--- config.mk ---
export PLATFORM = sky130hd
export DESIGN_NAME = dqsv_xform
export DESIGN_NICKNAME = d
export VERILOG_FILES = /design/src/hdl/dqsv_pkg.sv /design/src/hdl/dqsv_xform.sv
export SDC_FILE = /design/constraint.sdc
export NUM_CORES = 2
export LEC_CHECK = 0
export BUFFER_PORTS_ARGS = -buffer_cell sky130_fd_sc_hd__buf_2
export CELL_PAD_IN_SITES_DETAIL_PLACEMENT = 1
export CELL_PAD_IN_SITES_GLOBAL_PLACEMENT = 2
export CORE_UTILIZATION = 30
export DETAILED_ROUTE_END_ITERATION = 6
export PLACE_DENSITY_LB_ADDON = 0.1
export RECOVER_POWER = 100
export REMOVE_ABC_BUFFERS = 1
export SYNTH_ARGS = -nofsm -noshare
export SYNTH_HDL_FRONTEND = slang
export SYNTH_SLANG_ARGS = --single-unit
--- constraint.sdc ---
create_clock -name clk -period 6.9 [get_ports clk]
set_input_delay 1.38 -clock clk [delete_from_list [all_inputs] [get_ports clk]]
set_output_delay 1.38 -clock clk [all_outputs]
set_load 0.03 [all_outputs]
--- src/hdl/dqsv_pkg.sv ---
package dqsv_pkg;

  localparam int PERIOD_COUNTS_DEF = 4096;

  localparam int BUS_W     = 16;
  localparam int DUTY_W    = 12;
  localparam int VW        = 52;   // phase voltages, Q.39 with headroom
  localparam int NUM_W     = 47;   // clamped duty numerator, 0 .. bus * 2^31
  localparam int PM1_W     = 16;   // PERIOD_COUNTS-1 fits here over the legal range
  localparam int VDC_SHIFT = 31;   // bus Q8.8 -> Q.39
  localparam int N_PH      = 3;

  localparam logic [DUTY_W-1:0] DUTY_FIELD_MAX = 12'd4095;
  localparam logic signed [16:0] SQRT3_HALF_Q16 = 17'sd56756;

  typedef struct packed {
    logic signed [15:0] volt_d;
    logic signed [15:0] volt_q;
    logic signed [15:0] sine_theta;
    logic signed [15:0] cosine_theta;
    logic [BUS_W-1:0]   bus_volts;
  } dqsv_in_t;

  typedef struct packed {
    logic [DUTY_W-1:0] duty_a;
    logic [DUTY_W-1:0] duty_b;
    logic [DUTY_W-1:0] duty_c;
    logic              clipped;
  } dqsv_out_t;

  typedef struct packed {
    logic signed [VW-1:0] va;
    logic signed [VW-1:0] vb;
    logic signed [VW-1:0] vc;
    logic [BUS_W-1:0]     bus;
  } dqsv_phase_t;

  typedef struct packed {
    logic valid;
    logic clip;
  } dqsv_ctl_t;

endpackage

--- src/hdl/dqsv_xform.sv ---
module dqsv_xform (
  input  logic                   clk,
  input  logic                   rst_n,
  input  logic                   in_valid,
  input  dqsv_pkg::dqsv_in_t     in_item,
  output logic                   out_valid,
  output dqsv_pkg::dqsv_phase_t  out_ph
);
  import dqsv_pkg::*;

  logic [3:0] v_r;

  // stage 1: Park products
  logic signed [31:0] p_dc_r, p_qs_r, p_ds_r, p_qc_r;
  logic [BUS_W-1:0]   bus1_r, bus2_r, bus3_r;
  logic [BUS_W-1:0]   bus_nxt;

  // stage 2: alpha / beta
  logic signed [32:0] alpha2_r, beta2_r;
  logic signed [32:0] alpha2_nxt, beta2_nxt;

  // stage 3: sqrt3/2 * beta
  logic signed [32:0]   alpha3_r;
  logic signed [VW-1:0] pb3_r, pb3_nxt;

  // stage 4: phase voltages
  logic signed [VW-1:0] va_nxt, vb_nxt, vc_nxt, a15_nxt;
  dqsv_phase_t          ph4_r;

  assign bus_nxt = (in_item.bus_volts == '0) ? BUS_W'(1) : in_item.bus_volts;

  assign alpha2_nxt = 33'(p_dc_r) - 33'(p_qs_r);
  assign beta2_nxt  = 33'(p_ds_r) + 33'(p_qc_r);

  assign pb3_nxt = VW'(beta2_r) * VW'(SQRT3_HALF_Q16);

  assign va_nxt  = VW'(alpha3_r) <<< 16;
  assign a15_nxt = VW'(alpha3_r) <<< 15;
  assign vb_nxt  = pb3_r - a15_nxt;
  assign vc_nxt  = -va_nxt - vb_nxt;

  always_ff @(posedge clk) begin
    if (!rst_n) begin
      v_r <= '0;
    end else begin
      v_r <= {v_r[2:0], in_valid};
    end
  end

  always_ff @(posedge clk) begin
    p_dc_r   <= $signed(in_item.volt_d) * $signed(in_item.cosine_theta);
    p_qs_r   <= $signed(in_item.volt_q) * $signed(in_item.sine_theta);
    p_ds_r   <= $signed(in_item.volt_d) * $signed(in_item.sine_theta);
    p_qc_r   <= $signed(in_item.volt_q) * $signed(in_item.cosine_theta);
    bus1_r   <= bus_nxt;
    alpha2_r <= alpha2_nxt;
    beta2_r  <= beta2_nxt;
    bus2_r   <= bus1_r;
    alpha3_r <= alpha2_r;
    pb3_r    <= pb3_nxt;
    bus3_r   <= bus2_r;
    ph4_r.va  <= va_nxt;
    ph4_r.vb  <= vb_nxt;
    ph4_r.vc  <= vc_nxt;
    ph4_r.bus <= bus3_r;
  end

  assign out_valid = v_r[3];
  assign out_ph    = ph4_r;

endmodule

# --- Word level (Yosys, flattened, before mapping) ---
# Cells that the tools add are included.
# Widths: inputs -> output; s select.
totals:
  elab_cells: 27
  output_inout_bits: 173
  input_bits: 83
  register_bits: 482
op_classes:
  multipliers: 5
  n_reduce_logical: 1
  addsub: 5
op_table:
  columns: ["cell", "count"]
  rows:
  - ["$mul 16x16->32", 4]
  - ["$neg 49->52", 1]
  - ["$sub 52x48->52", 1]
  - ["$sub 52x52->52", 1]
  - ["$mul 33x15->48 const B", 1]
  - ["$add 32x32->33", 1]
  - ["$sub 32x32->33", 1]
  - ["$logic_not 16->1", 1]

# --- Logic depth before layout (Yosys ltp) ---
depth:
  depth_word: 2
  depth_mapped: 27
  depth_no_buf: 26

# --- Worst setup path before layout ---
# OpenSTA, ideal clock, no wires.
synth_timing:
  path_type: "input-to-reg"
  start: "input port in_item[63] (netlist bit)"
  end: "register p_qs_r[30]"
  t_required_ns: 6.828
  cell_stages: 21
  path_buffers: 1
  setup_time_ns: 0.072
  arrival_ns: 7.146
  path_slack_ns: -0.318
  cell_sequence: "clkbuf_1 > nand2_1 > inv_1 > fa_1 > fa_1 > fa_1 > fa_1 > fa_1 > inv_1 > fa_1 > inv_1 > ha_1 > and3_1 > a21o_1 > a21oi_1 > o21ai_0 > or3_1 > a31o_2 > a31o_2 > a21oi_1 > xnor2_1"
synth_via:
  elab_chain_cells: 1
synth_rtl:
  columns: ["element", "line", "rtl"]
  rows:
  - ["from (decl)", "dqsv_xform.sv:5", "input dqsv_pkg::dqsv_in_t in_item,"]
  - ["$mul 16x16->32", "dqsv_xform.sv:52", "p_qs_r <= $signed(in_item.volt_q) * $signed(in_item.sine_theta);"]
  - ["to (signal assigned)", "dqsv_xform.sv:52", null]
  - ["to (decl)", "dqsv_xform.sv:14", "logic signed [31:0] p_dc_r, p_qs_r, p_ds_r, p_qc_r;"]
# Every way passes these cells.
# A chain may end at the register's enable or synchronous reset.

# --- Worst setup path in the final report ---
layout_timing:
  start: "input port in_item[74] (netlist bit)"
  end: "register p_dc_r[25]"
layout_via:
  elab_chain_cells: 1
layout_rtl:
  columns: ["element", "line", "rtl"]
  rows:
  - ["$mul 16x16->32", "dqsv_xform.sv:51", "p_dc_r <= $signed(in_item.volt_d) * $signed(in_item.cosine_theta);"]
  - ["to (signal assigned)", "dqsv_xform.sv:51", null]
  - ["to (decl)", "dqsv_xform.sv:14", null]
# Every way passes these cells.

==> run summary <==
The number of DRC violations after detailed-routing iteration 0 came out at 1478. The area share of xor/xnor cells in the synthesized design is 4.21%. In the synthesized netlist, mux cells make up 0.0148% of the area. The largest net degree at the start of global routing is 23. The average instance in the mapped netlist occupies 9.48 um^2. The clock network latency to the later pin of the worst-skew pair is 660 ps. The endpoint identified for the worst register-to-register timing path is pb3_r[46]$_DFF_P_. Leaving out fill and tap cells, the most frequent cells in the layout are sky130_fd_sc_hd__inv_1 (1708), sky130_fd_sc_hd__fa_1 (1302), sky130_fd_sc_hd__ha_1 (662), sky130_fd_sc_hd__nand2_1 (595), sky130_fd_sc_hd__buf_4 (594). The worst hold path begins at alpha2_r[19]$_DFF_P_. The first global-routing pass estimated 332000 um of wire.

The endpoint arrival time on the critical path is 7280 ps. The synthesized netlist devotes 11.3% of its cell area to simple gates. The number of global-route vias before repair came to 56117.

No sink is reached through more buffers than the 3 on the longest clock path. The share of final-layout standard cells stronger than drive strength 1 is 11.3%. Relative to the synthesized area, the layout overhead comes to 17.4%. The reported max-cap violation count is 0. The post-synthesis sequential area ratio came out at 14.1%. The routed length per placed instance is 19.4 um. The total clock buffers created by CTS is 58. Of all cell types, the one taking the most synthesized area is sky130_fd_sc_hd__fa_1. The die boundary height is 476 um. The detailed-routing iteration count for the pre-antenna-repair pass came out at 4.

The initial core utilization is 30.3%. The number of slew-limit violations in the final report is 0. The die width came out at 476 um.

In this run the core area contains 173 standard-cell rows. The run finished with clean final reports. The path with the worst hold slack has its endpoint at alpha3_r[19]$_DFF_P_. The worst setup path is captured at a register. The area of the core region is 223000 um^2. The number of distinct library cells after synthesis is 91. The detailed router placed 48153 vias in this run. The worst hold path passes through 0 cells. The final hold violation count came out at 0. Setup violations remaining at the end of the flow were counted as 0. The count of non-filler cells in the finished layout is 10883. The most used flip-flop cell after synthesis is sky130_fd_sc_hd__dfxtp_1.

The internal reg-to-reg setup slack is 370 ps. The detail-routed via count per cell is 4.42. The commonest non-fill, non-tap cell in the layout is sky130_fd_sc_hd__inv_1. The number of antenna violations at the first check in global routing is 31. The synthesized netlist devotes 51.2% of its cell area to adder and majority cells. The kind of path behind the tightest hold check is reg2reg. In this run the number of H-tree levels came out at 2. The net total in the final layout is 9911. For the final routed database, the setup TNS stands at 0 ps. Of all nets on the critical path, the largest fanout is 14. The clock period minus final worst setup slack came out at 6740 ps.

Clock tree synthesis selected as its root buffer the cell sky130_fd_sc_hd__clkbuf_16. Ranked by total cell area, the synthesized netlist is headed by sky130_fd_sc_hd__fa_1 (39%), sky130_fd_sc_hd__dfxtp_1 (14%), sky130_fd_sc_hd__ha_1 (12%). The count of flip-flops with a built-in enable after synthesis came out at 0. The clock sink count came out at 475.

The proportion of netlist area held by the largest area contributor came out at 38.8%. The die covers 227000 um^2. The worst setup path is launched from a primary input. The congestion estimate from routability-driven global placement came to 0.830. The total congestion overflow after global routing came out at 0.

The remaining antenna violation count after routing is 0. After synthesis, the largest family of logic cells by area is adder cells. The tightest slew margin relative to the limit came out at 30.1%.

The worst setup path is of the in2reg kind. TritonCTS built the clock tree. The detailed-placement wirelength estimate is 189000 um. The number of cells after detailed placement is 10765. The worst register-to-register path begins at beta2_r[6]$_DFF_P_. The actual transition at the worst max-transition pin came out at 1050 ps. The synthesized-area fraction occupied by ao, oa, aoi and oai cells is 8.10%.

Setup repair after global routing could not meet its margin everywhere. The number of buffers inserted by port buffering came out at 235. The final core utilization came out at 35.5%. Pin placement for this block handled 256 I/O pins.

The clock skew came out at 25.8 ps. The flip-flop and latch count after synthesis came out at 475. The worst reg2reg path depth came out at 22. The proportion of synthesized flip-flops having asynchronous set or reset is 0%.

The total detailed-routing wirelength came out at 212000 um. The count of unresolved DRC violations after routing came out at 0. The yosys synthesis warning count is 0. The required arrival time at the worst endpoint came out at 7430 ps. The post-route fraction of the period consumed by the critical path is 97.7%. The total track usage is 18.9%. The maximum clock rate came out at 0.148 GHz.

The number of buffers inserted for hold repair after clock tree synthesis came out at 0. The number of standard cells after synthesis is 7116. The post-synthesis instance area came out at 67400 um^2. The clock input transition at the sequential cells of the worst setup and hold paths is 60 ps.
synth_stat cells (44+ instances only):
| master | number |
|---|---|
| sky130_fd_sc_hd__a21oi_1 | 278 |
| sky130_fd_sc_hd__o21bai_1 | 52 |
| sky130_fd_sc_hd__and2_1 | 508 |
| sky130_fd_sc_hd__nor2b_1 | 44 |
| sky130_fd_sc_hd__ha_1 | 666 |
| sky130_fd_sc_hd__xor2_1 | 94 |
| sky130_fd_sc_hd__nand3_1 | 44 |
| sky130_fd_sc_hd__clkbuf_1 | 226 |
| sky130_fd_sc_hd__nand2_1 | 596 |
| sky130_fd_sc_hd__fa_1 | 1308 |
| sky130_fd_sc_hd__dfxtp_1 | 475 |
| sky130_fd_sc_hd__nor2_1 | 178 |
| sky130_fd_sc_hd__xnor2_1 | 230 |
| sky130_fd_sc_hd__inv_1 | 1710 |
| sky130_fd_sc_hd__a21o_1 | 138 |
| sky130_fd_sc_hd__o21ai_0 | 150 |
| sky130_fd_sc_hd__nand2b_1 | 50 |
metal layers:
layer  track usage, %  wire length (um)  vias to the layer above
li1                 -                 -                    22885
met1             24.5             97200                    24568
met2             34.2            106000                      508
met3             1.39              4360                      186
met4             3.92              4570                        6
met5                0                33                        -
state kept, by name, indices dropped and copies added, names as in the netlist:
name	count
alpha2_r	33
alpha3_r	33
beta2_r	33
bus1_r	16
bus2_r	16
bus3_r	16
out_ph	148
p_dc_r	32
p_ds_r	32
p_qc_r	32
p_qs_r	32
pb3_r	48
v_r	4
final cells by class:
class                   count  area, um^2
clock inverters            33         593
fillers                 25677      144000
well taps                2975        3720
clock buffers              76        1640
inverters                1710        6420
diodes                      5        12.5
repair buffers            913        6630
flip-flops and latches    475        9510
multi-input cells        4696       50600
through the flow:
stage | hold WS [ps] | worst slack [ps] | cell area [um^2]
floorplan | 310 | -119 | 66500
global placement | 310 | -1050 | 76900
detailed placement | 313 | -1010 | 76900
CTS | 318 | -54.6 | 79300
global route | 328 | -27.5 | 79200
finish | 315 | 157 | 79200
cell families (layout without fill, tap and decap cells):
logic type	after synthesis	count (layout)
buf+inv	1964	2732
fa+ha+maj	1974	1974
other cells	1	25
mux	1	1
compound gates	842	842
simple gates	1535	1535
flops	475	475
xor+xnor	324	324
critical path, stage by stage:
cell and delay (ps):
sky130_fd_sc_hd__buf_2 110, sky130_fd_sc_hd__buf_12 150, sky130_fd_sc_hd__buf_4 170, sky130_fd_sc_hd__and2_1 160
sky130_fd_sc_hd__fa_1 540, sky130_fd_sc_hd__inv_1 50, sky130_fd_sc_hd__fa_1 480, sky130_fd_sc_hd__fa_1 520
sky130_fd_sc_hd__inv_1 50, sky130_fd_sc_hd__fa_1 490, sky130_fd_sc_hd__fa_1 490, sky130_fd_sc_hd__inv_1 50
sky130_fd_sc_hd__fa_1 480, sky130_fd_sc_hd__inv_1 40, sky130_fd_sc_hd__ha_1 300, sky130_fd_sc_hd__nor2b_1 150
sky130_fd_sc_hd__o21ai_1 150, sky130_fd_sc_hd__a21oi_1 90, sky130_fd_sc_hd__a211oi_1 200, sky130_fd_sc_hd__buf_4 160
sky130_fd_sc_hd__o21bai_1 60, sky130_fd_sc_hd__buf_4 160, sky130_fd_sc_hd__a21o_1 220, sky130_fd_sc_hd__a2111oi_4 300
sky130_fd_sc_hd__o21bai_1 110, sky130_fd_sc_hd__xor2_1 140
repair_timing:
item | 4_1_cts | 5_1_grt
pin swaps | 9 | 43
buffers inserted | 2 | 3
setup endpoints to repair | 21 | 29
resized for setup | 35 | 84
how the worst max path moves through the flow:
stage	from	end	slack, ps	cells after the start
after global routing	in_item[78]	p_ds_r[30]$_DFF_P_	-30	24
after CTS	in_item[17]	p_dc_r[30]$_DFF_P_	-50	25
after detailed placement	in_item[17]	p_dc_r[30]$_DFF_P_	-1010	25
after floorplan	in_item[31]	p_dc_r[30]$_DFF_P_	-120	22
after global placement	in_item[17]	p_dc_r[30]$_DFF_P_	-1050	25
final	in_item[74]	p_dc_r[25]$_DFF_P_	160	26
Power is left out: the tool's default activity adds up to more than one toggle a clock period on the data nets, which glitch-free logic cannot reach.
