File: config.mk
export PLATFORM = sky130hd
export DESIGN_NAME = dqsv_duty
export DESIGN_NICKNAME = d
export VERILOG_FILES = /design/src/hdl/dqsv_pkg.sv /design/src/hdl/dqsv_duty.sv
export SDC_FILE = /design/constraint.sdc
export NUM_CORES = 2
export LEC_CHECK = 0
export BUFFER_PORTS_ARGS = -buffer_cell sky130_fd_sc_hd__clkbuf_2
export CAP_MARGIN = 20
export CORE_AREA = 2 2 321 323
export CTS_CLUSTER_DIAMETER = 40
export DETAILED_ROUTE_END_ITERATION = 6
export DIE_AREA = 0 0 323 325
export PLACE_DENSITY_LB_ADDON = 0.15
export SLEW_MARGIN = 20
export SYNTH_ARGS = -nofsm -noshare
export SYNTH_HDL_FRONTEND = slang
export SYNTH_SLANG_ARGS = --single-unit
File: constraint.sdc
create_clock -name clk -period 13.6 [get_ports clk]
set_input_delay 2.72 -clock clk [delete_from_list [all_inputs] [get_ports clk]]
set_output_delay 2.72 -clock clk [all_outputs]
set_load 0.03 [all_outputs]
File: src/hdl/dqsv_pkg.sv
package dqsv_pkg;

  localparam int PERIOD_COUNTS_DEF = 4096;

  localparam int BUS_W     = 16;
  localparam int DUTY_W    = 12;
  localparam int VW        = 52;   // phase voltages, Q.39 with headroom
  localparam int NUM_W     = 47;   // clamped duty numerator, 0 .. bus * 2^31
  localparam int PM1_W     = 16;   // PERIOD_COUNTS-1 fits here over the legal range
  localparam int VDC_SHIFT = 31;   // bus Q8.8 -> Q.39
  localparam int N_PH      = 3;

  localparam logic [DUTY_W-1:0] DUTY_FIELD_MAX = 12'd4095;
  localparam logic signed [16:0] SQRT3_HALF_Q16 = 17'sd56756;

  typedef struct packed {
    logic signed [15:0] volt_d;
    logic signed [15:0] volt_q;
    logic signed [15:0] sine_theta;
    logic signed [15:0] cosine_theta;
    logic [BUS_W-1:0]   bus_volts;
  } dqsv_in_t;

  typedef struct packed {
    logic [DUTY_W-1:0] duty_a;
    logic [DUTY_W-1:0] duty_b;
    logic [DUTY_W-1:0] duty_c;
    logic              clipped;
  } dqsv_out_t;

  typedef struct packed {
    logic signed [VW-1:0] va;
    logic signed [VW-1:0] vb;
    logic signed [VW-1:0] vc;
    logic [BUS_W-1:0]     bus;
  } dqsv_phase_t;

  typedef struct packed {
    logic valid;
    logic clip;
  } dqsv_ctl_t;

endpackage

File: src/hdl/dqsv_duty.sv
module dqsv_duty #(
  parameter int PERIOD_COUNTS = dqsv_pkg::PERIOD_COUNTS_DEF
) (
  input  logic                                               clk,
  input  logic                                               rst_n,
  input  logic                                               in_valid,
  input  dqsv_pkg::dqsv_phase_t                              in_ph,
  output dqsv_pkg::dqsv_ctl_t                                out_ctl,
  output logic [$clog2(PERIOD_COUNTS)+dqsv_pkg::BUS_W-1:0]   out_dvd [dqsv_pkg::N_PH],
  output logic [dqsv_pkg::BUS_W-1:0]                         out_div
);
  import dqsv_pkg::*;

  localparam int QW = $clog2(PERIOD_COUNTS);
  localparam int DW = QW + BUS_W;
  localparam int NW = VW + 2;
  localparam int HW = NUM_W - 16 + PM1_W;
  localparam int LW = 16 + PM1_W;
  localparam int SW = HW + 16;
  localparam logic [PM1_W-1:0] PM1 = PM1_W'(PERIOD_COUNTS - 1);

  logic [3:0] v_r;

  // stage 5: highest phase
  dqsv_phase_t          ph5_r;
  logic signed [VW-1:0] vmax5_r, vmax_nxt;

  // stage 6: numerator vdc - (vmax - vx), clamped at zero
  logic signed [VW-1:0] vx5 [N_PH];
  logic signed [NW-1:0] vdc_nxt;
  logic signed [NW-1:0] num_nxt  [N_PH];
  logic [N_PH-1:0]      neg_nxt;
  logic [NUM_W-1:0]     numc_nxt [N_PH];
  logic [NUM_W-1:0]     numc6_r  [N_PH];
  logic                 clip6_r, clip7_r, clip8_r;
  logic [BUS_W-1:0]     bus6_r, bus7_r, bus8_r;

  // stage 7: (PERIOD-1) * numerator as two partial products
  logic [HW-1:0] hi7_r [N_PH];
  logic [LW-1:0] lo7_r [N_PH];

  // stage 8: dividend = product >> 31
  logic [SW-1:0] sum_nxt [N_PH];
  logic [DW-1:0] dvd8_r  [N_PH];

  always_comb begin
    vmax_nxt = in_ph.va;
    if (in_ph.vb > vmax_nxt) vmax_nxt = in_ph.vb;
    if (in_ph.vc > vmax_nxt) vmax_nxt = in_ph.vc;
  end

  assign vx5[0] = ph5_r.va;
  assign vx5[1] = ph5_r.vb;
  assign vx5[2] = ph5_r.vc;

  assign vdc_nxt = $signed({{(NW-BUS_W-VDC_SHIFT){1'b0}}, ph5_r.bus, {VDC_SHIFT{1'b0}}});

  always_comb begin
    for (int l = 0; l < N_PH; l++) begin
      num_nxt[l]  = vdc_nxt - (NW'(vmax5_r) - NW'(vx5[l]));
      neg_nxt[l]  = num_nxt[l][NW-1];
      numc_nxt[l] = neg_nxt[l] ? '0 : num_nxt[l][NUM_W-1:0];
      sum_nxt[l]  = {hi7_r[l], 16'b0} + SW'(lo7_r[l]);
    end
  end

  always_ff @(posedge clk) begin
    if (!rst_n) begin
      v_r <= '0;
    end else begin
      v_r <= {v_r[2:0], in_valid};
    end
  end

  always_ff @(posedge clk) begin
    ph5_r   <= in_ph;
    vmax5_r <= vmax_nxt;
    clip6_r <= |neg_nxt;
    bus6_r  <= ph5_r.bus;
    clip7_r <= clip6_r;
    bus7_r  <= bus6_r;
    clip8_r <= clip7_r;
    bus8_r  <= bus7_r;
    for (int l = 0; l < N_PH; l++) begin
      numc6_r[l] <= numc_nxt[l];
      hi7_r[l]   <= HW'(numc6_r[l][NUM_W-1:16]) * HW'(PM1);
      lo7_r[l]   <= LW'(numc6_r[l][15:0]) * LW'(PM1);
      dvd8_r[l]  <= sum_nxt[l][DW+VDC_SHIFT-1:VDC_SHIFT];
    end
  end

  assign out_ctl.valid = v_r[3];
  assign out_ctl.clip  = clip8_r;
  assign out_dvd       = dvd8_r;
  assign out_div       = bus8_r;

endmodule

-- Yosys cells after proc, flatten, opt, wreduce, memory -nomap -nowiden
Memory sizes are Yosys's and may differ from the RTL's.
Cells that the tools add are included.
- input bits: 175
- memories: 3
- register bits after elaboration: 363
- output and inout bits: 102
- word-level logic and storage cells: 41
- memory bits (writable): 354
- memories (name ; depth ; width ; read ports ; clocked after memory_dff ; write ports ; line ; RTL):
    numc6_r ; 3 ; 47 ; 3 ; 0 ; 3 ; dqsv_duty.sv:34 ; logic [NUM_W-1:0] numc6_r [N_PH];
    hi7_r ; 3 ; 43 ; 3 ; 0 ; 3 ; dqsv_duty.sv:39 ; logic [HW-1:0] hi7_r [N_PH];
    lo7_r ; 3 ; 28 ; 3 ; 0 ; 3 ; dqsv_duty.sv:40 ; logic [LW-1:0] lo7_r [N_PH];
- $add $sub $neg: 9
- reduce and logical (&&, ||, !) cells: 1
- multiplexer cells: 5
- order comparisons: 2
- multipliers: 6
- operators by type and width (operator ; number):
    59-bit by 32-bit adder with 59-bit output ; 3
    48-bit by 53-bit subtractor with 54-bit output ; 3
    52-bit by 52-bit subtractor with 53-bit output ; 3
    47-bit 2-to-1 mux ; 3
    31-bit by 12-bit multiplier with 43-bit output, second input constant ; 3
    52-bit > comparator ; 2
    52-bit 2-to-1 mux ; 2
    16-bit by 12-bit multiplier with 28-bit output, second input constant ; 3
    3-bit OR reduction ; 1

-- Longest topological paths before layout
- word-level depth: 4
- mapped depth: 28
- depth with buffers taken out: 24

-- Worst setup path before layout
Ideal clock, no wire load.
- path kind: input to register
- start: in in_ph[171] (netlist bit)
- end: reg vmax5_r[11]
- required time: 13.526 ns
- slack: 5.983 ns
- buffers on the path: 4
- arrival: 7.544 ns
- stages: 27
- setup time: 0.074 ns
- cells stage by stage: inv_1 ha_1 nand4_1 nor4_1 nand2_1 or3_1 a21oi_1 nand4b_1 xnor2_1 o31ai_1 clkbuf_1 buf_2 mux2i_1 ha_1 a21o_1 a21o_1 a21o_1 a21oi_1 o221ai_1 a31oi_1 o21ai_0 a21oi_1 nand3b_1 o211ai_1 clkbuf_1 clkbuf_1 mux2i_1
- word-level cells in the longest chain between the ends: 4
- RTL lines (item ; line ; RTL):
    start: declaration ; dqsv_duty.sv:7 ; input dqsv_pkg::dqsv_phase_t in_ph,
    52-bit > comparator ; dqsv_duty.sv:48 ; if (in_ph.vb > vmax_nxt) vmax_nxt = in_ph.vb;
    52-bit 2-to-1 mux * ; dqsv_duty.sv:48 ;
    52-bit > comparator ; dqsv_duty.sv:49 ; if (in_ph.vc > vmax_nxt) vmax_nxt = in_ph.vc;
    52-bit 2-to-1 mux * ; dqsv_duty.sv:49 ;
    net vmax_nxt[11] ; dqsv_duty.sv:26 ; logic signed [VW-1:0] vmax5_r, vmax_nxt;
    end signal: assignment ; dqsv_duty.sv:77 ; vmax5_r <= vmax_nxt;
    end: declaration ; dqsv_duty.sv:26 ;
Mark *: on every way through the listed nets, which the timed path passes. The rest lies on a longest branch.
A chain may end at the register's enable or synchronous reset.

-- Worst setup path after layout
- start: in in_ph[171] (netlist bit)
- end: reg vmax5_r[0]
Same word-level chain as after synthesis.

==> summary.md <==
| Metric | Value |
|---|---|
| Status | completed |
| Final Non-Filler Cells | 7942 |
| Max Slew Vio Count | 0 |
| HP Class | reg -> reg |
| Multi-input logic area | 0.0436 mm² |
| Global-route wire length before repair | 238000 µm |
| Routed wire length | 146000 µm |
| Fin Setup TNS | 0 ns |
| Fill cell count | 7966 |
| FMAX | 110 MHz |
| Cell Count Post-Placement | 7740 |
| Total GRT Usage | 29.0% |
| Normalized max-slew margin | 31.2% |
| TritonCTS Buffers | 103 |
| Post-CTS Setup Bufs | 0 |
| Max incr delay on CP | 0.64 ns |
| Post-synth top area cell | fa_1 |
| Initial antenna violation count | 21 |
| Die area | 0.105 mm² |
| Worst-path fanout max | 37 |
| Clk pin slew, worst setup/hold paths | 0.06 ns |
| Vias in the first global route | 45.6k |
| Largest net degree at the start of global routing | 49 |
| Core box area | 0.101 mm² |
| Skew-Pair Late Insertion Delay | 0.72 ns |
| CTS sink count | 669 |
| Port-buffer cells | 276 |
| GP Congestion | 0.952 |
| Register area share after synthesis | 21.4% |
| Nets | 8391 |
| Crit end category | flop |
| Detailed placement HPWL | 125000 µm |
| Critical Path Most Common Cell | a21oi_1 |
| Async set-reset flop share out of synthesis | 0% |
| CTS root buf | clkbuf_16 |
| Via count | 42.3k |
| Row count | 117 |
| Router iterations before antenna repair | 5 |
| Layout Area Growth over Synthesis | 10.7% |
| Vias per cell | 5.32 |
| CTS Hold Buffers Added | 0 |
| Min Tclk post-route | 9.06 ns |
| Post-Synthesis Cells | 6153 |
| I/O Pins | 277 |
| CTS resizes | 0 |
| CTS tree | built |
| EDFF count, synth | 0 |
| Max clock buf depth | 3 |
| Yosys top cell area share | 30.5% |
| Syn Std Cell Area | 0.0625 mm² |
| Reg area | 0.0134 mm² |
| Drt drc | 0 |
| Dominant cells by area after synthesis | fa_1, dfxtp_1, ha_1 |
| Final Hold Violating Endpoints | 0 |
| Routed Antenna Nets | 0 |
| RSZ-0062 raised after global routing | false |
| Synthesized flop and latch total | 669 |
| Ys flop type | dfxtp_1 |
| Iter 0 DRT Violations | 2189 |
| MaxCap Viol Count | 0 |
| Syn Area/Cell | 10.1 µm² |
| Clock Skew | 0.0572 ns |
| Initial Util | 61.6% |
| Worst path arrival time | 9.65 ns |
| Final setup viols | 0 |
| Crit start category | primary input |
| Critical path's slowest cell | buf_4 |
| Worst slew pin tran | 1.01 ns |
| CTS H-tree lvls | 3 |
| Die height | 325 µm |
| Netlist cell types | 88 |
| Wire length per cell | 18.4 µm |
| Fin crit share | 66.6% |
| Global route total overflow | 0 |
| Synth warnings | 0 |
| Layout cells sized above 1 | 7.86% |
| Worst Path Required | 14.19 ns |
| Syn Nets | 8067 |
| Die width | 323 µm |
| Crit Path Class | in -> reg |
-- area by class of cell --
class | instances | area share, %
multi-input combinational | 4019 | 63.0
sequential | 669 | 19.4
inverter | 1401 | 7.60
clock buffer | 122 | 4.00
tap | 1368 | 2.48
timing repair buffer | 283 | 2.07
clock inverter | 73 | 1.47
antenna | 7 | 0.0253
-- cell families after synthesis --
kind of cell / after synthesis / share of synthesized area [%]
adder cells (fa/ha/maj): 1739 / 46.3
buffers and inverters: 1465 / 8.89
AO/OA/AOI/OAI: 949 / 10.1
AND/OR/NAND/NOR: 870 / 6.66
flip-flops: 669 / 21.4
XOR/XNOR: 357 / 5.01
multiplexers: 104 / 1.67
-- final timing paths --
check,endpoint,from,slack [ns],depth (start not counted)
setup / recovery,vmax5_r[0]$_DFF_P_,in_ph[171],4.54,25
setup reg to reg,hi7_r[0][83]$_DFF_P_,numc6_r[0][69]$_SDFF_PP0_,6.60,21
hold reg to reg,out_div[6]$_DFF_P_,bus7_r[6]$_DFF_P_,0.32,0
hold / removal,out_div[6]$_DFF_P_,bus7_r[6]$_DFF_P_,0.32,0
-- cells in the mapped netlist, types with 6 or more instances --
| cell | count |
|---|---|
| o31a_1 | 8 |
| xnor2_1 | 213 |
| nand2b_1 | 38 |
| o31ai_1 | 11 |
| ha_1 | 788 |
| dfxtp_1 | 669 |
| xor2_1 | 144 |
| a311oi_1 | 9 |
| nor3_1 | 48 |
| buf_2 | 11 |
| o21ai_0 | 147 |
| mux2i_1 | 102 |
| clkbuf_1 | 44 |
| a41oi_1 | 7 |
| o211ai_1 | 24 |
| and4_1 | 8 |
| o2111ai_1 | 9 |
| and3_1 | 26 |
| o21a_1 | 31 |
| a21o_1 | 209 |
| a221oi_1 | 8 |
| a21boi_0 | 13 |
| or2_2 | 6 |
| nand2_1 | 173 |
| nand3_1 | 93 |
| nor4_1 | 7 |
| a31oi_1 | 29 |
| o21bai_1 | 42 |
| a21oi_1 | 275 |
| nor2_1 | 306 |
| nand4_1 | 69 |
| o41ai_1 | 7 |
| and2_1 | 15 |
| a211o_1 | 11 |
| a31o_2 | 12 |
| nand4b_1 | 8 |
| nor2b_1 | 37 |
| a211oi_1 | 35 |
| o221ai_1 | 6 |
| inv_1 | 1401 |
| fa_1 | 951 |
| or3_1 | 14 |
| a2111oi_0 | 7 |
-- routing by layer --
layer / track usage (%) / routed length (µm)
met5: 0 / 93
met2: 47.9 / 68900
met4: 7.54 / 3390
met1: 39.3 / 64800
met3: 5.57 / 9220
-- sequential cells by signal, summed over array words and instances, names as in the netlist, 36 cells and up --
| name | flops |
|---|---|
| hi7_r | 129 |
| lo7_r | 36 |
| numc6_r | 141 |
| out_dvd | 84 |
| ph5_r | 172 |
| vmax5_r | 52 |
-- cells in the final DEF, fill, tap and decap left out, types with 24 or more instances in the layout --
master,netlist,routed
and3_1,26,26
fa_1,951,951
a211oi_1,35,35
nand2b_1,38,38
o211ai_1,24,24
dfxtp_1,669,669
xnor2_1,213,213
ha_1,788,788
a21o_1,209,209
nor2b_1,37,37
o21a_1,31,31
a21oi_1,275,274
nor3_1,48,48
nand2_1,173,173
nor2_1,306,306
inv_1,1401,1401
clkbuf_16,0,103
clkbuf_2,0,276
nand4_1,69,69
nand3_1,93,93
o21bai_1,42,42
mux2i_1,102,102
xor2_1,144,143
a31oi_1,29,29
o21ai_0,147,147
-- through the flow --
step	utilization (%)	instance area, µm²	hold WS (ns)	setup WS, ns
final	68.3	69200	0.324	4.54
after global routing	68.3	69100	0.325	4.34
after CTS	68.3	69100	0.323	4.71
after detailed placement	64.5	65400	0.312	3.97
after global placement	64.5	65400	0.310	4.09
after floorplan	-	62500	0.310	5.98
-- critical path: cells and delay by family --
family,cells,cell delay (ns)
muxes,2,0.79
and+or+nand+nor,8,2.06
adders and majority gates,2,0.74
buffers and inverters,4,1.31
xor gates and xnor gates,1,0.13
AOI/OAI and AO/OA,8,1.80
Power is left out: the tool's default activity adds up to more than one toggle a clock period on the data nets, which glitch-free logic cannot reach.
