**src/hdl/dqsv_pkg.sv**
```systemverilog
package dqsv_pkg;

  localparam int PERIOD_COUNTS_DEF = 4096;

  localparam int BUS_W     = 16;
  localparam int DUTY_W    = 12;
  localparam int VW        = 52;   // phase voltages, Q.39 with headroom
  localparam int NUM_W     = 47;   // clamped duty numerator, 0 .. bus * 2^31
  localparam int PM1_W     = 16;   // PERIOD_COUNTS-1 fits here over the legal range
  localparam int VDC_SHIFT = 31;   // bus Q8.8 -> Q.39
  localparam int N_PH      = 3;

  localparam logic [DUTY_W-1:0] DUTY_FIELD_MAX = 12'd4095;
  localparam logic signed [16:0] SQRT3_HALF_Q16 = 17'sd56756;

  typedef struct packed {
    logic signed [15:0] volt_d;
    logic signed [15:0] volt_q;
    logic signed [15:0] sine_theta;
    logic signed [15:0] cosine_theta;
    logic [BUS_W-1:0]   bus_volts;
  } dqsv_in_t;

  typedef struct packed {
    logic [DUTY_W-1:0] duty_a;
    logic [DUTY_W-1:0] duty_b;
    logic [DUTY_W-1:0] duty_c;
    logic              clipped;
  } dqsv_out_t;

  typedef struct packed {
    logic signed [VW-1:0] va;
    logic signed [VW-1:0] vb;
    logic signed [VW-1:0] vc;
    logic [BUS_W-1:0]     bus;
  } dqsv_phase_t;

  typedef struct packed {
    logic valid;
    logic clip;
  } dqsv_ctl_t;

endpackage

```
**src/hdl/dqsv_div.sv**
```systemverilog
module dqsv_div #(
  parameter int QW = 12
) (
  input  logic                          clk,
  input  logic                          rst_n,
  input  dqsv_pkg::dqsv_ctl_t           in_ctl,
  input  logic [QW+dqsv_pkg::BUS_W-1:0] in_dvd [dqsv_pkg::N_PH],
  input  logic [dqsv_pkg::BUS_W-1:0]    in_div,
  output dqsv_pkg::dqsv_ctl_t           out_ctl,
  output logic [QW-1:0]                 out_quo [dqsv_pkg::N_PH]
);
  import dqsv_pkg::*;

  // Restoring division, one quotient bit per stage. Stage 0 holds the
  // upper dividend bits as the partial remainder (already below the
  // divisor); low_r shifts dividend bits out the top and quotient bits in.
  logic [QW:0]      v_r;
  logic             clip_r [0:QW];
  logic [BUS_W-1:0] div_r  [0:QW];
  logic [BUS_W-1:0] rem_r  [0:QW][N_PH];
  logic [QW-1:0]    low_r  [0:QW][N_PH];

  always_ff @(posedge clk) begin
    if (!rst_n) begin
      v_r <= '0;
    end else begin
      v_r <= {v_r[QW-1:0], in_ctl.valid};
    end
  end

  always_ff @(posedge clk) begin
    clip_r[0] <= in_ctl.clip;
    div_r[0]  <= in_div;
    for (int l = 0; l < N_PH; l++) begin
      rem_r[0][l] <= in_dvd[l][QW+BUS_W-1:QW];
      low_r[0][l] <= in_dvd[l][QW-1:0];
    end
  end

  for (genvar s = 1; s <= QW; s++) begin : g_step
    logic [BUS_W:0]   trial [N_PH];
    logic [N_PH-1:0]  q_nxt;
    logic [BUS_W-1:0] rem_nxt [N_PH];

    always_comb begin
      for (int l = 0; l < N_PH; l++) begin
        trial[l]   = {rem_r[s-1][l], low_r[s-1][l][QW-1]};
        q_nxt[l]   = (trial[l] >= {1'b0, div_r[s-1]});
        rem_nxt[l] = q_nxt[l] ? BUS_W'(trial[l] - {1'b0, div_r[s-1]})
                              : trial[l][BUS_W-1:0];
      end
    end

    always_ff @(posedge clk) begin
      clip_r[s] <= clip_r[s-1];
      div_r[s]  <= div_r[s-1];
      for (int l = 0; l < N_PH; l++) begin
        rem_r[s][l] <= rem_nxt[l];
        low_r[s][l] <= {low_r[s-1][l][QW-2:0], q_nxt[l]};
      end
    end
  end

  assign out_ctl.valid = v_r[QW];
  assign out_ctl.clip  = clip_r[QW];
  assign out_quo       = low_r[QW];

  a_rem_in_range: assert property (@(posedge clk) disable iff (!rst_n)
    v_r[0] |-> (rem_r[0][0] < div_r[0]) && (rem_r[0][1] < div_r[0]) &&
               (rem_r[0][2] < div_r[0]))
    else $error("initial partial remainder not below divisor");

  a_rem_final: assert property (@(posedge clk) disable iff (!rst_n)
    v_r[QW] |-> (rem_r[QW][0] < div_r[QW]) && (rem_r[QW][1] < div_r[QW]) &&
                (rem_r[QW][2] < div_r[QW]))
    else $error("final remainder not below divisor");

  a_clip_zero: assert property (@(posedge clk) disable iff (!rst_n)
    (v_r[QW] && clip_r[QW]) |->
      (low_r[QW][0] == '0) || (low_r[QW][1] == '0) || (low_r[QW][2] == '0))
    else $error("clip flagged but no lane has a zero quotient");

endmodule

```
**config.mk**
```make
export PLATFORM = sky130hd
export DESIGN_NAME = dqsv_div
export DESIGN_NICKNAME = d
export VERILOG_FILES = /design/src/hdl/dqsv_pkg.sv /design/src/hdl/dqsv_div.sv
export SDC_FILE = /design/constraint.sdc
export NUM_CORES = 2
export LEC_CHECK = 0
export BUFFER_PORTS_ARGS = -buffer_cell sky130_fd_sc_hd__buf_2
export CAP_MARGIN = 20
export CORE_MARGIN = 2
export CORE_UTILIZATION = 27
export CTS_CLUSTER_SIZE = 40
export DETAILED_ROUTE_END_ITERATION = 16
export GPL_ROUTABILITY_DRIVEN = 0
export PLACE_DENSITY = 0.38
export SYNTH_ARGS = -nofsm -noshare
export SYNTH_HDL_FRONTEND = slang
export SYNTH_SLANG_ARGS = --single-unit
```
**constraint.sdc**
```tcl
create_clock -name clk -period 8 [get_ports clk]
set_input_delay 0 -clock clk [delete_from_list [all_inputs] [get_ports clk]]
set_output_delay 0 -clock clk [all_outputs]
set_load 0.005 [all_outputs]
```
* Word-level counts from Yosys, hierarchy flattened
Memory sizes are Yosys's and may differ from the RTL's. Cells that the tools add are included.
Storage, ports and cells: flip-flop bits (word level) 13, logic and storage cells 113, bits in writable memories 1313, memories 4
Cells by class: $lt $le $gt $ge 36, multiplexer cells 36, $add $sub $neg 36
Memory list:
- rem_r | words 13, width 48, read ports 12, clocked after Yosys merged registers in 0, wr ports 13, RTL line dqsv_div.sv:20 | logic [BUS_W-1:0] rem_r [0:QW][N_PH];
- low_r | words 13, width 36, read ports 13, clocked after Yosys merged registers in 0, wr ports 13, RTL line dqsv_div.sv:21 | logic [QW-1:0] low_r [0:QW][N_PH];
- div_r | words 13, width 16, read ports 12, clocked after Yosys merged registers in 0, wr ports 13, RTL line dqsv_div.sv:19 | logic [BUS_W-1:0] div_r [0:QW];
- clip_r | words 13, width 1, read ports 13, clocked after Yosys merged registers in 0, wr ports 13, RTL line dqsv_div.sv:18 | logic clip_r [0:QW];
Operator list (count):
- 17-bit by 16-bit >= comparator with 1-bit output | 36
- 16-bit two-way mux | 36
- 16-bit subtractor | 36

* Logic depth before layout (Yosys ltp)
depth in word-level cells 2, gate-level depth with buffers 13

* Least setup slack after synthesis
Ideal clock, no wire load.
kind reg2reg, start point memory div_r[4][1], end point memory rem_r[1][56] (netlist bit), stages on the path, launching flop included 13, data required time 7.879 ns, slack 4.869 ns, setup time 0.121 ns, clock period less this slack 3.131 ns, arrival 3.009 ns, cell sequence dfxtp_1 > inv_1 > ha_1 > nor2b_4 > o31a_1 > o31ai_4 > a211oi_1 > o21a_1 > o311ai_1 > nand2_1 > a211oi_4 > buf_12 > mux2_4
RTL lines (RTL line):
- start: declaration | dqsv_div.sv:19
- end: declaration | dqsv_div.sv:20

==> implementation parameters <==
Parameter                              Value

Power
  Total power after layout    31.2 mW
  Areal power density over the cells    461 nW/µm²
  Leakage    29.5 nW
  Maximum ir drop on the vdd rail    0.272 mV

Placed design
  # port buffers    141
  Total half-perimeter wirelength after legalization and detailed placement    137000 µm

Cells and area
  FF/Latch Area    25300 µm²
  Growth of design area from synthesis to finish    19.7%
  Ratio of cells with drive above 1 in the final layout    13.7%
  Combined area of the multi-input logic cells    29400 µm²
  Fill cells    21300
  Count of nets after finishing    6641

Synthesis
  Fraction of the mapped netlist area in simple logic gates    10.5%
  Top area cells in the synthesized netlist    sky130_fd_sc_hd__dfxtp_1 (45%), sky130_fd_sc_hd__ha_1 (13%), sky130_fd_sc_hd__mux2_2 (6.5%), sky130_fd_sc_hd__xnor2_1 (3.7%), sky130_fd_sc_hd__a21oi_1 (3.1%)
  Fraction of synthesized cell area taken by the top area cell type    44.6%
  Area share of fa/ha/maj cells after synthesis    13.9%
  Count of different cell masters after synthesis    90
  Post-synthesis mux area share    8.14%
  Synthesized net count    6231
  Async set or reset register ratio after synthesis    0%
  Mapped Avg Cell Area    10.3 µm²
  Share of the yosys chip area belonging to registers    44.6%
  Most area-hungry cell type in the Yosys netlist    sky130_fd_sc_hd__dfxtp_1
  Number of warnings reported in the yosys synthesis log    0
  Dominant combinational cell family by area after synthesis    adder cells
  Cells after synthesis    5518
  #FFs+latches synth    1262
  Synth Area in Compound Gates    13.5%
  Combined area of all synthesized cells    56700 µm²
  Post-synthesis share of cell area spent on xor and xnor gates    5.80%
  Leading register cell type out of synthesis    sky130_fd_sc_hd__dfxtp_1
  Number of synthesized flops with an enable pin    0

Routing
  Vias per cell    4.51
  Vias post-DR    40000
  Antenna viol nets, final    0
  Total wirelength of the detailed-routed design    169000 µm
  Avg WL per Cell    19.1 µm
  DRC Markers    0
  Starting DRC count in detailed routing    2025
  Number of detailed-route iterations in the first pass    5

Hold path
  Hold-critical path endpoint    v_r[7]
  Hold Crit Depth    3
  Worst hold start    rst_n
  Class of the worst hold path    in -> reg

Clocking
  Clk pin slew, worst setup/hold paths    0.06 ns
  Count of hold-fix buffers inserted at cts    206
  TritonCTS buffer count    151
  Skew-Pair Late Insertion Delay    0.81 ns
  Clock Sinks    1262
  TritonCTS clock tree    built
  H-tree depth    4
  Number of setup buffers added after CTS    0
  Number of buffers between clock root and the deepest sink    3
  Root Buffer Master    sky130_fd_sc_hd__clkbuf_16
  Post-cts repair resize count    0

STA
  Minimum clock period    4.08 ns
  Actual slew at the worst max-slew pin    1.10 ns
  Number of max-slew violations in the final report    0
  Final period utilization    50.9%
  Slew headroom    26.8%
  Achievable frequency    0.245 GHz
  RSZ-0062 raised after global routing    no
  Final hold violation count    0
  Setup Viol. Count Final    0
  Accumulated negative setup slack    0 ns
  Final worst clock skew    0.0280 ns

Critical path
  Critical path capture point type    flop
  Worst reg2reg path startpoint    div_r[3][1]
  End of the worst register-to-register path    rem_r[1][42]
  Req. time, crit path    8.67 ns
  CP Data Arrival Time    4.75 ns
  Cell count of the worst reg-to-reg path    11
  Startpoint types    flop
  Setup slack on the worst flop-to-flop path    3.92 ns
  Worst Setup Path Type    reg -> reg
  Largest fanout of any net on the critical path    17

Die
  DIE AREA    214000 µm²
  Floorplan die width    462 µm
  Core region area    209000 µm²
  Num rows    168
  Number of ports placed on the die boundary    142
  DIE HEIGHT    462 µm
  Initial Utilization    27.1%

GRT
  Number of antenna violations at the first check in global routing    8
  All-layer global routing usage    15.7%
  Overflow after GRT    0
  First-pass GRT wire length    249000 µm
  Number of global-route vias before repair    40100
  Pin count of the biggest net entering global routing    32

Run
  Max-cap violation count    0

Status
  Status    completed
worst max path at each step:
stage                     start      endpoint  slack, ns  depth (start not counted)
floorplan           div_r[4][1]  rem_r[1][56]       4.87                         12
global placement    div_r[3][1]  rem_r[1][34]       3.89                         11
detailed placement  div_r[3][1]  rem_r[1][45]       3.85                         11
CTS                 div_r[3][1]  rem_r[1][45]       3.84                         11
global route        div_r[3][1]  rem_r[1][45]       3.59                         11
finish              div_r[3][1]  rem_r[1][42]       3.92                         11
critical path, cell delays in order, from the launching register on:
cell                       delay (ns)
sky130_fd_sc_hd__dfxtp_1         0.61
sky130_fd_sc_hd__inv_1           0.20
sky130_fd_sc_hd__ha_1            0.33
sky130_fd_sc_hd__nor2b_1         0.15
sky130_fd_sc_hd__o31ai_2         0.25
sky130_fd_sc_hd__a21oi_1         0.22
sky130_fd_sc_hd__o221ai_2        0.31
sky130_fd_sc_hd__o21ai_1         0.20
sky130_fd_sc_hd__a211oi_1        0.25
sky130_fd_sc_hd__o21bai_1        0.13
sky130_fd_sc_hd__a211oi_4        0.86
sky130_fd_sc_hd__mux2_2          0.42
stage by stage:
step | util, % | hold WS, ns | area [µm²] | std cells | worst slack (ns)
floorplan | - | 0.0277 | 56700 | 5518 | 4.87
CTS | 32.4 | 0.0187 | 67800 | 8853 | 3.84
finish | 32.4 | 0.0772 | 67800 | 8862 | 3.92
global route | 32.4 | 0.0665 | 67800 | 8858 | 3.59
detailed placement | 28.9 | 0.104 | 60400 | 8372 | 3.85
global placement | 28.9 | 0.102 | 60400 | 8371 | 3.89
routing by layer:
| layer | GRT usage, % | up-vias | share of wire [%] | wire [µm] |
|---|---|---|---|---|
| met3 | 2.64 | 234 | 3.6 | 6030 |
| met1 | 21.0 | 18800 | 48 | 81300 |
| met5 | 0 | - | 0.0041 | 7 |
| met2 | 25.6 | 602 | 46 | 77300 |
| met4 | 4.64 | 2 | 2.6 | 4410 |
| li1 | - | 20400 | - | - |
cell usage after synthesis, types with 47 or more instances:
cell / n
sky130_fd_sc_hd__nand2b_1: 52
sky130_fd_sc_hd__dfxtp_1: 1262
sky130_fd_sc_hd__xnor2_1: 242
sky130_fd_sc_hd__nor2b_1: 103
sky130_fd_sc_hd__xor2_1: 133
sky130_fd_sc_hd__a21o_1: 119
sky130_fd_sc_hd__ha_1: 576
sky130_fd_sc_hd__a21oi_1: 353
sky130_fd_sc_hd__mux2_2: 325
sky130_fd_sc_hd__inv_1: 368
sky130_fd_sc_hd__buf_4: 47
sky130_fd_sc_hd__nand3_1: 89
sky130_fd_sc_hd__nand4_1: 74
sky130_fd_sc_hd__o21ai_0: 244
sky130_fd_sc_hd__mux2i_1: 66
sky130_fd_sc_hd__nor2_1: 346
sky130_fd_sc_hd__o21a_1: 76
sky130_fd_sc_hd__nand2_1: 264
sky130_fd_sc_hd__nor3_1: 87
layout by cell type, fill, tap and decap left out, types with 30 or more instances in the layout:
| cell type | instances |
|---|---|
| sky130_fd_sc_hd__nand2b_1 | 52 |
| sky130_fd_sc_hd__dfxtp_1 | 1262 |
| sky130_fd_sc_hd__mux2i_1 | 66 |
| sky130_fd_sc_hd__dlygate4sd3_1 | 206 |
| sky130_fd_sc_hd__o21bai_1 | 35 |
| sky130_fd_sc_hd__o21a_1 | 76 |
| sky130_fd_sc_hd__nand2_1 | 264 |
| sky130_fd_sc_hd__a21boi_0 | 30 |
| sky130_fd_sc_hd__nand4_1 | 74 |
| sky130_fd_sc_hd__inv_1 | 368 |
| sky130_fd_sc_hd__fa_1 | 33 |
| sky130_fd_sc_hd__buf_2 | 141 |
| sky130_fd_sc_hd__nor3_1 | 87 |
| sky130_fd_sc_hd__clkbuf_16 | 155 |
| sky130_fd_sc_hd__xnor2_1 | 242 |
| sky130_fd_sc_hd__a21oi_1 | 353 |
| sky130_fd_sc_hd__nand3_1 | 89 |
| sky130_fd_sc_hd__nor2_1 | 346 |
| sky130_fd_sc_hd__clkinv_2 | 30 |
| sky130_fd_sc_hd__mux2_2 | 325 |
| sky130_fd_sc_hd__xor2_1 | 133 |
| sky130_fd_sc_hd__ha_1 | 576 |
| sky130_fd_sc_hd__a21o_1 | 119 |
| sky130_fd_sc_hd__a31oi_1 | 43 |
| sky130_fd_sc_hd__o21ai_0 | 243 |
| sky130_fd_sc_hd__nor2b_1 | 103 |
| sky130_fd_sc_hd__a211oi_1 | 43 |
state kept, by name, summed over array words and instances, names as in the netlist:
name	count
rem_r	576
v_r	13
div_r	192
clip_r	13
low_r	468
power by group:
part | total [mW] | switching (mW) | internal, mW | leakage [nW]
Combinational | 13.9 | 7.32 | 6.60 | 16.3
Sequential | 10.0 | 1.61 | 8.43 | 10.6
Clock | 7.28 | 2.81 | 4.47 | 2.62
cells by family after synthesis:
group,count (synthesis)
DFF,1262
xor gates and xnor gates,375
AOI/OAI and AO/OA,1183
adders and majority gates,609
and+or+nand+nor,1204
buffers and inverters,474
muxes,411
final cells by class:
type | instances | area share [%]
multi-input combinational | 3782 | 43.3
sequential | 1262 | 37.2
clock buffer | 196 | 6.31
tap | 2805 | 5.17
timing repair buffer | 363 | 4.31
inverter | 368 | 2.04
clock inverter | 79 | 1.56
antenna | 7 | 0.0258
No activity file was read; power rests on OpenSTA's default activity.
